<file path="src/hw/rtl/stq_pkg.sv">
// ----------------------------------------------------------------------------
// stq_pkg: shared definitions of the sorted timer queue
// Field widths, opcode and result kind codes, and the remaining-time record
// passed from the compare unit to the sequencer.
// ----------------------------------------------------------------------------
package stq_pkg;

  // field widths
  localparam int TIME_W  = 32;
  localparam int DELAY_W = 16;
  localparam int TAG_W   = 8;
  localparam int KIND_W  = 2;
  localparam int UNTIL_W = 16;

  // default queue depth and per-tick expiry limit
  localparam int DEPTH_DEF = 16;
  localparam int MAX_OUT   = 16;

  // input opcodes
  localparam logic OP_TICK = 1'b0;
  localparam logic OP_ARM  = 1'b1;

  // result kinds
  localparam logic [KIND_W-1:0] KIND_ARMED     = 2'd0;
  localparam logic [KIND_W-1:0] KIND_EXPIRED   = 2'd1;
  localparam logic [KIND_W-1:0] KIND_FULL      = 2'd2;
  localparam logic [KIND_W-1:0] KIND_TICK_NONE = 2'd3;

  // remaining-time view of one queue entry
  typedef struct packed {
    logic               due;         // deadline reached or overdue
    logic               later;       // still pending and later than the new delay
    logic [UNTIL_W-1:0] ticks_left;  // saturated ticks left, zero when due
  } stq_rem_t;

endpackage

</file>
<file path="src/hw/rtl/stq_cmp.sv">
// ----------------------------------------------------------------------------
// stq_cmp: shared remaining-time unit
// One subtractor and one compare: remaining = deadline - now, classified as
// due, later than a given delay, and saturated to the until-next range.
// ----------------------------------------------------------------------------
module stq_cmp (
  input  logic [stq_pkg::TIME_W-1:0]  deadline,
  input  logic [stq_pkg::TIME_W-1:0]  now,
  input  logic [stq_pkg::DELAY_W-1:0] delay,
  output stq_pkg::stq_rem_t           rem
);

  logic [stq_pkg::TIME_W-1:0] diff;
  logic                       overdue;
  logic                       far;

  // remaining time modulo the time base
  assign diff    = deadline - now;
  assign overdue = diff[stq_pkg::TIME_W-1];
  assign far     = |diff[stq_pkg::TIME_W-1:stq_pkg::UNTIL_W];

  // classification
  always_comb begin
    rem.due   = (diff == '0) || overdue;
    rem.later = !overdue && (diff > stq_pkg::TIME_W'(delay));
    if (overdue) begin
      rem.ticks_left = '0;
    end else if (far) begin
      rem.ticks_left = '1;
    end else begin
      rem.ticks_left = diff[stq_pkg::UNTIL_W-1:0];
    end
  end

endmodule

</file>
<file path="src/hw/rtl/stq_store.sv">
// ----------------------------------------------------------------------------
// stq_store: entry memory of the timer queue
// One write port and one registered read port; each word holds a deadline
// and its callback tag.
// ----------------------------------------------------------------------------
module stq_store #(
  parameter int DEPTH = stq_pkg::DEPTH_DEF,
  parameter int IDX_W = $clog2(DEPTH)
) (
  input  logic                       clk,
  input  logic                       wr_en,
  input  logic [IDX_W-1:0]           wr_addr,
  input  logic [stq_pkg::TIME_W-1:0] wr_deadline,
  input  logic [stq_pkg::TAG_W-1:0]  wr_tag,
  input  logic [IDX_W-1:0]           rd_addr,
  output logic [stq_pkg::TIME_W-1:0] rd_deadline,
  output logic [stq_pkg::TAG_W-1:0]  rd_tag
);

  localparam int WORD_W = stq_pkg::TIME_W + stq_pkg::TAG_W;

  logic [WORD_W-1:0] mem [DEPTH];
  logic [WORD_W-1:0] rd_q_r;

  // write port
  always_ff @(posedge clk) begin
    if (wr_en) begin
      mem[wr_addr] <= {wr_tag, wr_deadline};
    end
  end

  // registered read port
  always_ff @(posedge clk) begin
    rd_q_r <= mem[rd_addr];
  end

  assign rd_deadline = rd_q_r[stq_pkg::TIME_W-1:0];
  assign rd_tag      = rd_q_r[WORD_W-1:stq_pkg::TIME_W];

endmodule

</file>
<file path="src/hw/rtl/sorted_timer_queue.sv">
// ----------------------------------------------------------------------------
// sorted_timer_queue: one-shot timeouts sharing one time base
// Input items on in_*: in_tuser is the opcode (tick or arm), in_tdata holds
// the delay and the callback tag. An arm with zero delay expires at once; an
// arm into a full queue is rejected; otherwise the deadline is inserted in
// deadline order, equal deadlines keeping arrival order. A tick advances the
// time by one and emits every due entry, earliest first, up to 16 per tick.
// Every result carries the ticks left until the earliest pending deadline;
// out_tlast marks the final result of an input item.
// One item at a time: in_tready is high only in the idle state. An arm walks
// from the tail, moving each later entry up, then places the new one; a zero
// delay or a full queue skips the walk. A tick checks entries from the head
// until one is not due, the limit is reached or the queue runs out, then reads
// and emits each expired entry; each result waits for its output handshake.
// All steps share the single read port and the compare unit.
// While the receiver holds out_tready low the result stays in the output
// register and the sequencer waits. Reset empties the queue and clears the
// time; the entry memory needs no clearing.
// ----------------------------------------------------------------------------
module sorted_timer_queue #(
  parameter int DEPTH = stq_pkg::DEPTH_DEF
) (
  input  logic        clk,
  input  logic        rst_n,
  // input channel
  input  logic        in_tvalid,
  output logic        in_tready,
  input  logic [23:0] in_tdata,   // [15:0] delay, [23:16] tag
  input  logic [0:0]  in_tuser,   // [0] opcode
  // result channel
  output logic        out_tvalid,
  input  logic        out_tready,
  output logic [23:0] out_tdata,  // [7:0] expired_tag, [23:8] until_next
  output logic [1:0]  out_tuser,  // [1:0] kind
  output logic        out_tlast
);

  localparam int IDX_W = (DEPTH > 1) ? $clog2(DEPTH) : 1;
  localparam int CNT_W = $clog2(DEPTH + 1);
  localparam int TW    = stq_pkg::TIME_W;

  // sequencer states
  localparam logic [3:0] S_IDLE    = 4'd0;
  localparam logic [3:0] S_HEAD_RD = 4'd1;
  localparam logic [3:0] S_HEAD_LD = 4'd2;
  localparam logic [3:0] S_INS_RD  = 4'd3;
  localparam logic [3:0] S_INS_CMP = 4'd4;
  localparam logic [3:0] S_INS_PUT = 4'd5;
  localparam logic [3:0] S_TK_RD   = 4'd6;
  localparam logic [3:0] S_TK_CMP  = 4'd7;
  localparam logic [3:0] S_TK_DONE = 4'd8;
  localparam logic [3:0] S_EM_RD   = 4'd9;
  localparam logic [3:0] S_EM_LD   = 4'd10;
  localparam logic [3:0] S_EM_OUT  = 4'd11;
  localparam logic [3:0] S_OUT_ONE = 4'd12;

  logic [3:0]                  state_r, state_nxt;
  logic [TW-1:0]               time_r, time_nxt;
  logic [IDX_W-1:0]            head_r, head_nxt;
  logic [CNT_W-1:0]            cnt_r, cnt_nxt;
  logic [CNT_W-1:0]            idx_r, idx_nxt;
  logic [CNT_W-1:0]            em_r, em_nxt;
  logic [stq_pkg::DELAY_W-1:0] delay_r, delay_nxt;
  logic [stq_pkg::TAG_W-1:0]   tag_r, tag_nxt;
  logic                        out_valid_r, out_valid_nxt;
  logic [stq_pkg::KIND_W-1:0]  out_kind_r, out_kind_nxt;
  logic [stq_pkg::TAG_W-1:0]   out_tag_r, out_tag_nxt;
  logic [stq_pkg::UNTIL_W-1:0] out_until_r, out_until_nxt;
  logic                        out_last_r, out_last_nxt;

  logic                        in_acc;
  logic [stq_pkg::DELAY_W-1:0] in_delay;
  logic [stq_pkg::TAG_W-1:0]   in_tag;
  logic [CNT_W-1:0]            idx_dec;
  logic [CNT_W-1:0]            em_inc;
  logic [CNT_W-1:0]            rd_rel;
  logic [IDX_W-1:0]            rd_addr;
  logic [TW-1:0]               rd_deadline;
  logic [stq_pkg::TAG_W-1:0]   rd_tag;
  logic                        wr_en;
  logic                        wr_new;
  logic [IDX_W-1:0]            wr_addr;
  logic [TW-1:0]               wr_deadline;
  logic [stq_pkg::TAG_W-1:0]   wr_tag;
  logic [TW-1:0]               new_deadline;
  logic                        scan_room;
  stq_pkg::stq_rem_t           rem;

  // ring address: base plus offset, folded once into the depth
  function automatic logic [IDX_W-1:0] ring_addr(input logic [IDX_W-1:0] base,
                                                 input logic [CNT_W-1:0] off);
    logic [CNT_W:0] sum;
    sum = (CNT_W+1)'(base) + (CNT_W+1)'(off);
    if (sum >= (CNT_W+1)'(DEPTH)) begin
      sum = sum - (CNT_W+1)'(DEPTH);
    end
    return sum[IDX_W-1:0];
  endfunction

  assign in_acc    = in_tvalid && in_tready;
  assign in_delay  = in_tdata[15:0];
  assign in_tag    = in_tdata[23:16];
  assign in_tready = (state_r == S_IDLE);

  assign idx_dec      = idx_r - CNT_W'(1);
  assign em_inc       = em_r + CNT_W'(1);
  assign new_deadline = time_r + TW'(delay_r);
  assign scan_room    = (32'(idx_r) < stq_pkg::MAX_OUT);

  // memory read offset per state
  always_comb begin
    unique case (state_r)
      S_INS_RD: rd_rel = idx_dec;
      S_TK_RD:  rd_rel = idx_r;
      S_EM_RD:  rd_rel = em_r;
      default:  rd_rel = '0;
    endcase
  end
  assign rd_addr = ring_addr(head_r, rd_rel);

  // memory write: shift one entry up during the walk, or place the new one
  assign wr_new      = (state_r == S_INS_PUT);
  assign wr_en       = wr_new || ((state_r == S_INS_CMP) && rem.later);
  assign wr_addr     = ring_addr(head_r, idx_r);
  assign wr_deadline = wr_new ? new_deadline : rd_deadline;
  assign wr_tag      = wr_new ? tag_r : rd_tag;

  stq_store #(
    .DEPTH (DEPTH),
    .IDX_W (IDX_W)
  ) u_store (
    .clk         (clk),
    .wr_en       (wr_en),
    .wr_addr     (wr_addr),
    .wr_deadline (wr_deadline),
    .wr_tag      (wr_tag),
    .rd_addr     (rd_addr),
    .rd_deadline (rd_deadline),
    .rd_tag      (rd_tag)
  );

  stq_cmp u_cmp (
    .deadline (rd_deadline),
    .now      (time_r),
    .delay    (delay_r),
    .rem      (rem)
  );

  // sequencer
  always_comb begin
    state_nxt     = state_r;
    time_nxt      = time_r;
    head_nxt      = head_r;
    cnt_nxt       = cnt_r;
    idx_nxt       = idx_r;
    em_nxt        = em_r;
    delay_nxt     = delay_r;
    tag_nxt       = tag_r;
    out_valid_nxt = out_valid_r;
    out_kind_nxt  = out_kind_r;
    out_tag_nxt   = out_tag_r;
    out_until_nxt = out_until_r;
    out_last_nxt  = out_last_r;
    unique case (state_r)
      S_IDLE: begin
        if (in_acc) begin
          delay_nxt = in_delay;
          tag_nxt   = in_tag;
          idx_nxt   = '0;
          if (in_tuser[0] == stq_pkg::OP_ARM) begin
            if (in_delay == '0) begin
              out_kind_nxt = stq_pkg::KIND_EXPIRED;
              out_tag_nxt  = in_tag;
              state_nxt    = S_HEAD_RD;
            end else if (cnt_r == CNT_W'(DEPTH)) begin
              out_kind_nxt = stq_pkg::KIND_FULL;
              out_tag_nxt  = '0;
              state_nxt    = S_HEAD_RD;
            end else begin
              out_kind_nxt = stq_pkg::KIND_ARMED;
              out_tag_nxt  = in_tag;
              idx_nxt      = cnt_r;
              state_nxt    = (cnt_r == '0) ? S_INS_PUT : S_INS_RD;
            end
          end else begin
            time_nxt  = time_r + TW'(1);
            state_nxt = S_TK_RD;
          end
        end
      end
      // single result: until-next from the queue head
      S_HEAD_RD: begin
        state_nxt = S_HEAD_LD;
      end
      S_HEAD_LD: begin
        out_until_nxt = (cnt_r == '0) ? '0 : rem.ticks_left;
        out_last_nxt  = 1'b1;
        out_valid_nxt = 1'b1;
        state_nxt     = S_OUT_ONE;
      end
      // insert walk from the tail toward the head
      S_INS_RD: begin
        state_nxt = S_INS_CMP;
      end
      S_INS_CMP: begin
        if (rem.later) begin
          idx_nxt   = idx_dec;
          state_nxt = (idx_dec == '0) ? S_INS_PUT : S_INS_RD;
        end else begin
          state_nxt = S_INS_PUT;
        end
      end
      S_INS_PUT: begin
        cnt_nxt   = cnt_r + CNT_W'(1);
        state_nxt = S_HEAD_RD;
      end
      // tick: count due entries from the head
      S_TK_RD: begin
        if (idx_r < cnt_r) begin
          state_nxt = S_TK_CMP;
        end else begin
          out_until_nxt = '0;
          state_nxt     = S_TK_DONE;
        end
      end
      S_TK_CMP: begin
        if (rem.due && scan_room) begin
          idx_nxt   = idx_r + CNT_W'(1);
          state_nxt = S_TK_RD;
        end else begin
          out_until_nxt = rem.ticks_left;
          state_nxt     = S_TK_DONE;
        end
      end
      S_TK_DONE: begin
        em_nxt = '0;
        if (idx_r == '0) begin
          out_kind_nxt  = stq_pkg::KIND_TICK_NONE;
          out_tag_nxt   = '0;
          out_last_nxt  = 1'b1;
          out_valid_nxt = 1'b1;
          state_nxt     = S_OUT_ONE;
        end else begin
          state_nxt = S_EM_RD;
        end
      end
      // emit the due entries, then drop them from the head
      S_EM_RD: begin
        state_nxt = S_EM_LD;
      end
      S_EM_LD: begin
        out_kind_nxt  = stq_pkg::KIND_EXPIRED;
        out_tag_nxt   = rd_tag;
        out_last_nxt  = (em_inc == idx_r);
        out_valid_nxt = 1'b1;
        state_nxt     = S_EM_OUT;
      end
      S_EM_OUT: begin
        if (out_tready) begin
          out_valid_nxt = 1'b0;
          em_nxt        = em_inc;
          if (out_last_r) begin
            head_nxt  = ring_addr(head_r, idx_r);
            cnt_nxt   = cnt_r - idx_r;
            state_nxt = S_IDLE;
          end else begin
            state_nxt = S_EM_RD;
          end
        end
      end
      S_OUT_ONE: begin
        if (out_tready) begin
          out_valid_nxt = 1'b0;
          state_nxt     = S_IDLE;
        end
      end
      default: begin
        state_nxt     = S_IDLE;
        out_valid_nxt = 1'b0;
      end
    endcase
  end

  // control registers
  always_ff @(posedge clk) begin
    if (!rst_n) begin
      state_r     <= S_IDLE;
      time_r      <= '0;
      head_r      <= '0;
      cnt_r       <= '0;
      out_valid_r <= 1'b0;
    end else begin
      state_r     <= state_nxt;
      time_r      <= time_nxt;
      head_r      <= head_nxt;
      cnt_r       <= cnt_nxt;
      out_valid_r <= out_valid_nxt;
    end
  end

  // working and result payload registers
  always_ff @(posedge clk) begin
    idx_r       <= idx_nxt;
    em_r        <= em_nxt;
    delay_r     <= delay_nxt;
    tag_r       <= tag_nxt;
    out_kind_r  <= out_kind_nxt;
    out_tag_r   <= out_tag_nxt;
    out_until_r <= out_until_nxt;
    out_last_r  <= out_last_nxt;
  end

  assign out_tvalid = out_valid_r;
  assign out_tdata  = {out_until_r, out_tag_r};
  assign out_tuser  = out_kind_r;
  assign out_tlast  = out_last_r;

  // a result is only presented from an output wait state
  a_out_state: assert property (@(posedge clk) disable iff (!rst_n)
    out_valid_r |-> (state_r == S_OUT_ONE || state_r == S_EM_OUT))
    else $error("result valid outside an output state");

  // the fill count never passes the depth
  a_cnt_bound: assert property (@(posedge clk) disable iff (!rst_n)
    cnt_r <= CNT_W'(DEPTH))
    else $error("pending count above depth");

  // the memory is written only by the insert walk
  a_wr_insert: assert property (@(posedge clk) disable iff (!rst_n)
    wr_en |-> (state_r == S_INS_CMP || state_r == S_INS_PUT))
    else $error("memory write outside insert");

  // a tick advances the time base by exactly one
  a_tick_time: assert property (@(posedge clk) disable iff (!rst_n)
    (in_acc && in_tuser[0] == stq_pkg::OP_TICK) |=> (time_r == $past(time_r) + TW'(1)))
    else $error("tick did not advance time");

  // an emitted batch never exceeds the per-tick limit
  a_em_limit: assert property (@(posedge clk) disable iff (!rst_n)
    (state_r == S_EM_LD) |-> (32'(idx_r) <= stq_pkg::MAX_OUT && em_r < idx_r))
    else $error("expiry batch out of range");

endmodule
</file>
<file path="config.mk">
export PLATFORM = sky130hd
export DESIGN_NAME = sorted_timer_queue
export DESIGN_NICKNAME = d
export VERILOG_FILES = /design/src/hw/rtl/stq_pkg.sv /design/src/hw/rtl/stq_cmp.sv /design/src/hw/rtl/stq_store.sv /design/src/hw/rtl/sorted_timer_queue.sv
export SDC_FILE = /design/constraint.sdc
export NUM_CORES = 1
export LEC_CHECK = 0
export BUFFER_PORTS_ARGS = -buffer_cell sky130_fd_sc_hd__buf_2
export CORE_UTILIZATION = 63
export CTS_CLUSTER_DIAMETER = 60
export DETAILED_ROUTE_END_ITERATION = 12
export PLACE_DENSITY = 0.76
export SLEW_MARGIN = 0
export SYNTH_ARGS = -nofsm -noshare
export SYNTH_HDL_FRONTEND = slang
export SYNTH_HIERARCHICAL = 1
export SYNTH_SLANG_ARGS = --single-unit
</file>
<file path="constraint.sdc">
create_clock -name clk -period 10.2 [get_ports clk]
set_clock_uncertainty 0.2 [all_clocks]
set_input_delay 1.53 -clock clk [delete_from_list [all_inputs] [get_ports clk]]
set_output_delay 1.53 -clock clk [all_outputs]
set_load 0.01 [all_outputs]
</file>
======== Word-level counts from Yosys, hierarchy flattened ========
Memory sizes are Yosys's and may differ from the RTL's. A register that Yosys moved wholly into a read port is not among the register bits.
Cells that the tools add are included.
Widths: inputs -> output; s select.
storage, ports and cells
  flip-flop bits (word level) ............. 107
  bits in writable memories ............... 640
  input port bits ......................... 29
  output and inout bits ................... 29
  logic and storage cells ................. 147
  memories kept ........................... 1
memories
  name         words  width  rd ports  clocked after memory_dff  wr ports  RTL line         text
  u_store.mem  16     40     1         1                         1         stq_store.sv:22  logic [WORD_W-1:0] mem [DEPTH];
operators by class
  $add $sub $neg .......................... 12
  $lt $le $gt $ge ......................... 5
  eq/ne operators ......................... 25
  muxes and demuxes ....................... 55
  bitwise logic cells ..................... 2
  reductions and logical operators ........ 34
operators with widths
  operator               count
  $mux 16                5
  $pmux 4 s13            1
  $mux 8                 6
  $pmux 16 s3            1
  $mux 5                 9
  $mux 4                 9
  $add 32x1->32 const B  1
  $add 32x16->32         1
  $gt 32x16->1           1
  $logic_not 32->1       1
  $mux 32                1
  $sub 32x32->32         1
  $pmux 5 s3             2
  $pmux 8 s3             1
  $eq 4x4->1 const B     5
  $pmux 5 s2             2
  $mux 3                 6
  $reduce_and 3->1       6
  $eq 4x3->1 const B     4
  $logic_not 16->1       1
  $ne 2x2->1 const B     8
  $reduce_or 16->1       1
  $add 5x1->5 const B    3
  $logic_not 5->1        3
  other kinds (28)       54

======== Depth between registers and ports, before layout ========
  depth in word-level cells ............... 7
  gate-level depth with buffers ........... 21
  gate-level depth less buffers ........... 21

======== Hierarchy ========
Netlist, hierarchy kept.
modules (own cells, without submodules)
  module              times used  cells an instance  area each (um^2)  sequential area each (um^2)
  stq_store           1           1040               25130.4           20019.2
  sorted_timer_queue  1           804                7114.3            2752.6
  stq_cmp             1           396                2558.7            0.0

======== Worst setup path before layout ========
Ideal clock, no wire load.
  kind .................................... register to register
  from .................................... register time_r[0]
  to ...................................... memory u_store/mem[0][0] (netlist bit) (enable)
  data arrival time ....................... 6.502 ns
  required time ........................... 9.513 ns
  setup slack ............................. 3.012 ns
  cell stages (with the launch flop) ...... 18
  path buffers ............................ 0
  clock period less this slack ............ 7.188 ns
  cells stage by stage .................... dfxtp_1 ha_1 inv_1 fa_1 a211oi_1 o211ai_1 a31oi_1 xor2_1 inv_1 ha_1 nand4_1 or2_2 o221ai_1 o41ai_1 a21oi_1 o21a_1 or3b_2 nor3_1
RTL lines
  item                      RTL line                   text
  start: declaration        sorted_timer_queue.sv:58   logic [TW-1:0] time_r, time_nxt;
  start signal: assignment  sorted_timer_queue.sv:294  time_r <= time_nxt;
  end: declaration          stq_store.sv:22

==> impl_metrics.py <==
metrics = {
    "outcome": {
        "outcome": "completed",
    },
    "routing": {
        "routedWlPerCell_um": 28.1,
        "drtPass1Iterations": 5,
        "post-route-drc-count": 0,
        "vias": 21000,
        "drt_iter0_drc": 2376,
        "route.detailed.vias_per_inst": 6.78,
        "routed_wl_um": 87300,
        "postRouteAntennaNets": 0,
    },
    "layout": {
        "antenna_cells": 0,
        "drive_gt1_frac": 0.169,
        "syn_to_final_growth_pct": 11.4,
        "fin_nets": 2454,
        "final_cell_mix": "edfxtp_1 (701), nand2_1 (183), a21oi_1 (105)",
        "final-seq-area_um2": 22800,
        "fin_util": 0.715,
        "fillerInstances": 3291,
        "multiInputGateArea_um2": 11200,
        "final_common_cell": "edfxtp_1",
    },
    "sta": {
        "rsz0062_at_grt": "no",
        "relSlewSlack": 0.0567,
        "hold_viol_final": 0,
        "tightest_slew_ns": 1.41,
        "fmax_mhz": 162,
        "setup_tns_ns": 0,
        "layout_worst_path_cycle_share": 0.604,
        "setup_viol": 0,
        "fin_crit_ns": 6.16,
        "maxSlewViolCount": 0,
    },
    "clock_tree": {
        "clk_pin_slew_ns": 0.06,
        "cts_tree": "yes",
        "cts_resized": 0,
        "root_buffer": "clkbuf_16",
        "numCtsBuffers": 80,
        "post-cts-setup-buffer-count": 0,
        "clock_sinks": 787,
        "cts_buffer_depth": 3,
        "worstSkewPairLatency_ns": 0.64,
        "hold_buffers": 0,
        "htree_levels": 3,
    },
    "worst_setup_path": {
        "rrSetupSlack_ns": 4.04,
        "setup.worst_path.class": "flop to flop",
        "max_stage_delay_ns": 0.56,
        "cp_num_buf_inv": 2,
        "crit_slowest_cell": "buf_4",
        "crit_chain": "ha_1 > inv_1 > fa_1 > a211oi_1 > o21ai_0 > a31oi_1 > nand2_1 > xor2_1 > ha_1 > nand4_1 > or2_2 > o221ai_1 > o41ai_1 > a21oi_1 > o21a_1 > nand3b_1 > nor2_4 > buf_4",
        "rr_worst_depth": 18,
        "path_max_fanout": 28,
        "endpoint_kind": "flop",
        "startpoint_type": "flop",
        "reg2reg_from": "time_r[0]",
        "cpLargestDelayFamily": "compound AO/OA/AOI/OAI gates",
        "cpMostUsedCell": "ha_1",
        "regToRegEndpoint": "u_store/mem[10][11]",
        "worstPathRequired_ns": 10.27,
        "worstPathArrival_ns": 6.23,
        "worstSetupPathDepth": 18,
    },
    "min_path": {
        "min-delay-start": "out_tvalid",
        "hold_depth": 2,
        "hold_end": "out_tvalid",
        "worstHoldPathType": "flop to flop",
    },
    "flow_run": {
        "max_cap_violations": 0,
    },
    "global_routing": {
        "grt_usage": 0.317,
        "grt_pass1_vias": 20900,
        "grt_max_degree": 88,
        "grt_pass1_wl_um": 130000,
        "overflow": 0,
        "antenna_found_initial": 1,
    },
    "power_and_ir_drop": {
        "combinationalPowerShare": 0.279,
        "internal_power_mw": 7.07,
        "p_sw_frac": 0.326,
        "pwr-share-clk": 0.299,
        "power_frac_seq": 0.421,
        "powerDensity_nw_per_um2": 271,
        "p_leak_nw": 13.2,
        "irDropWorstVdd_mv": 0.210,
        "power.switching_mw": 3.42,
    },
    "synth": {
        "syn_inst": 2240,
        "synthFlopType": "edfxtp_1",
        "yosysWarningCount": 6,
        "syn-cell-area_um2": 34800,
        "ys_seq_elements": 787,
        "yosysSeqAreaShare": 0.654,
        "ys_types": 83,
        "synth_nets": 2355,
        "synthArstFlopShare": 0,
        "synth_edf_count": 701,
        "synthesis.area_per_instance_um2": 15.5,
    },
    "floorplan": {
        "coreArea_um2": 54200,
        "dieArea_um2": 56200,
        "die_y_um": 237,
        "rows": 85,
        "dieWidth_um": 237,
        "start_util": 0.642,
        "io_pins": 58,
    },
    "placed_design": {
        "gp_congestion": 0.917,
        "post-dp-hpwl_um": 49200,
        "portBuffers": 57,
    },
}
-- routing by layer --
layer	GRT usage	vias to the layer above	share of wire
met3	0.0623	243	0.099
met4	0.138	2	0.042
met5	0	-	0.00015
met2	0.509	1341	0.48
met1	0.427	10400	0.38
li1	-	8992	-
-- how the worst max path moves through the flow --
| stage | startpoint | end | slack [ns] |
|---|---|---|---|
| after global routing | time_r[0] | u_store/mem[13][10] | 3.78 |
| after CTS | time_r[0] | u_store/mem[10][3] | 4.13 |
| after floorplan | time_r[0] | u_store/mem[0][0] | 3.01 |
| final | time_r[0] | u_store/mem[10][11] | 4.04 |
| after detailed placement | time_r[0] | u_store/mem[13][7] | 4.16 |
| after global placement | time_r[0] | u_store/mem[13][7] | 4.32 |
-- sequential cells by signal, indices dropped and copies added, names as in the netlist, 8 cells and up --
name            cells
out_until_r        16
delay_r            16
out_tag_r           8
tag_r               8
u_store/mem       640
time_r             32
u_store/rd_q_r     40
-- cells in the mapped netlist, drive strengths merged (5+ instances only) --
| library cell | n | share of area |
|---|---|---|
| nor2 | 75 | 0.0081 |
| nand2b | 13 | 0.0023 |
| ha | 81 | 0.029 |
| a21boi | 8 | 0.0017 |
| a22oi | 85 | 0.018 |
| nand3 | 29 | 0.0042 |
| a22o | 9 | 0.0023 |
| nand4 | 24 | 0.0043 |
| or3 | 8 | 0.0016 |
| a211oi | 8 | 0.0017 |
| buf | 37 | 0.011 |
| xor2 | 39 | 0.0098 |
| mux2i | 6 | 0.0017 |
| and3 | 20 | 0.0037 |
| o211ai | 15 | 0.0032 |
| fa | 5 | 0.0029 |
| mux4 | 160 | 0.11 |
| xnor2 | 58 | 0.015 |
| o22ai | 5 | 0.00090 |
| o21a | 9 | 0.0019 |
| nor3 | 34 | 0.0059 |
| edfxtp | 701 | 0.60 |
| inv | 99 | 0.011 |
| nor2b | 15 | 0.0027 |
| o21bai | 5 | 0.0011 |
| dfxtp | 86 | 0.049 |
| nor4 | 11 | 0.0030 |
| nand2 | 189 | 0.021 |
| a21o | 22 | 0.0048 |
| o21ai | 88 | 0.013 |
| o31ai | 6 | 0.0013 |
| or2 | 7 | 0.0013 |
| a21oi | 105 | 0.015 |
| nand3b | 5 | 0.0011 |
| a31oi | 8 | 0.0014 |
| and2 | 52 | 0.0094 |
| clkbuf | 61 | 0.0066 |
-- cell families (layout without fill, tap and decap cells) --
logic type / count (synthesis) / count (layout) / share of synthesized area
AOI/OAI and AO/OA: 412 / 412 / 0.0769
xor gates and xnor gates: 97 / 97 / 0.0244
adders and majority gates: 86 / 86 / 0.0320
buffers and inverters: 197 / 363 / 0.0286
DFF: 787 / 787 / 0.654
muxes: 168 / 168 / 0.112
and+or+nand+nor: 493 / 493 / 0.0714
-- per-stage QoR --
step                      cell area [µm²]  hold WS (ns)  instances  setup WS [ns]  total power [mW]
after global routing                38800         0.360       3102           3.78              10.9
after floorplan                     34800         0.299       2240           3.01              6.35
final                               38800         0.321       3102           4.04              10.5
after global placement              36000         0.297       2953           4.32              7.22
after CTS                           38800         0.328       3102           4.13              10.5
after detailed placement            36000         0.320       2953           4.16              7.31
-- tightest hold or removal path, stage by stage, from the launching register on --
cell     delay (ns)
dfxtp_1        0.31
a21oi_1        0.12
nor2b_1        0.05
-- power groups by stage --
stage	combinational [mW]	sequential, mW	clock (mW)
floorplan	1.96	4.39	0
global placement	2.76	4.46	0
detailed placement	2.84	4.47	0
CTS	2.88	4.42	3.17
global route	3.16	4.44	3.28
finish	2.93	4.42	3.14
-- cell type report --
type | instances | share of cell area
inverters | 99 | 0.00971
well taps | 696 | 0.0225
clock inverters | 61 | 0.0203
multi-input cells | 1256 | 0.289
repair buffers | 115 | 0.0189
clock buffers | 88 | 0.0526
flip-flops and latches | 787 | 0.587
Power figures use the tool's default switching activity.
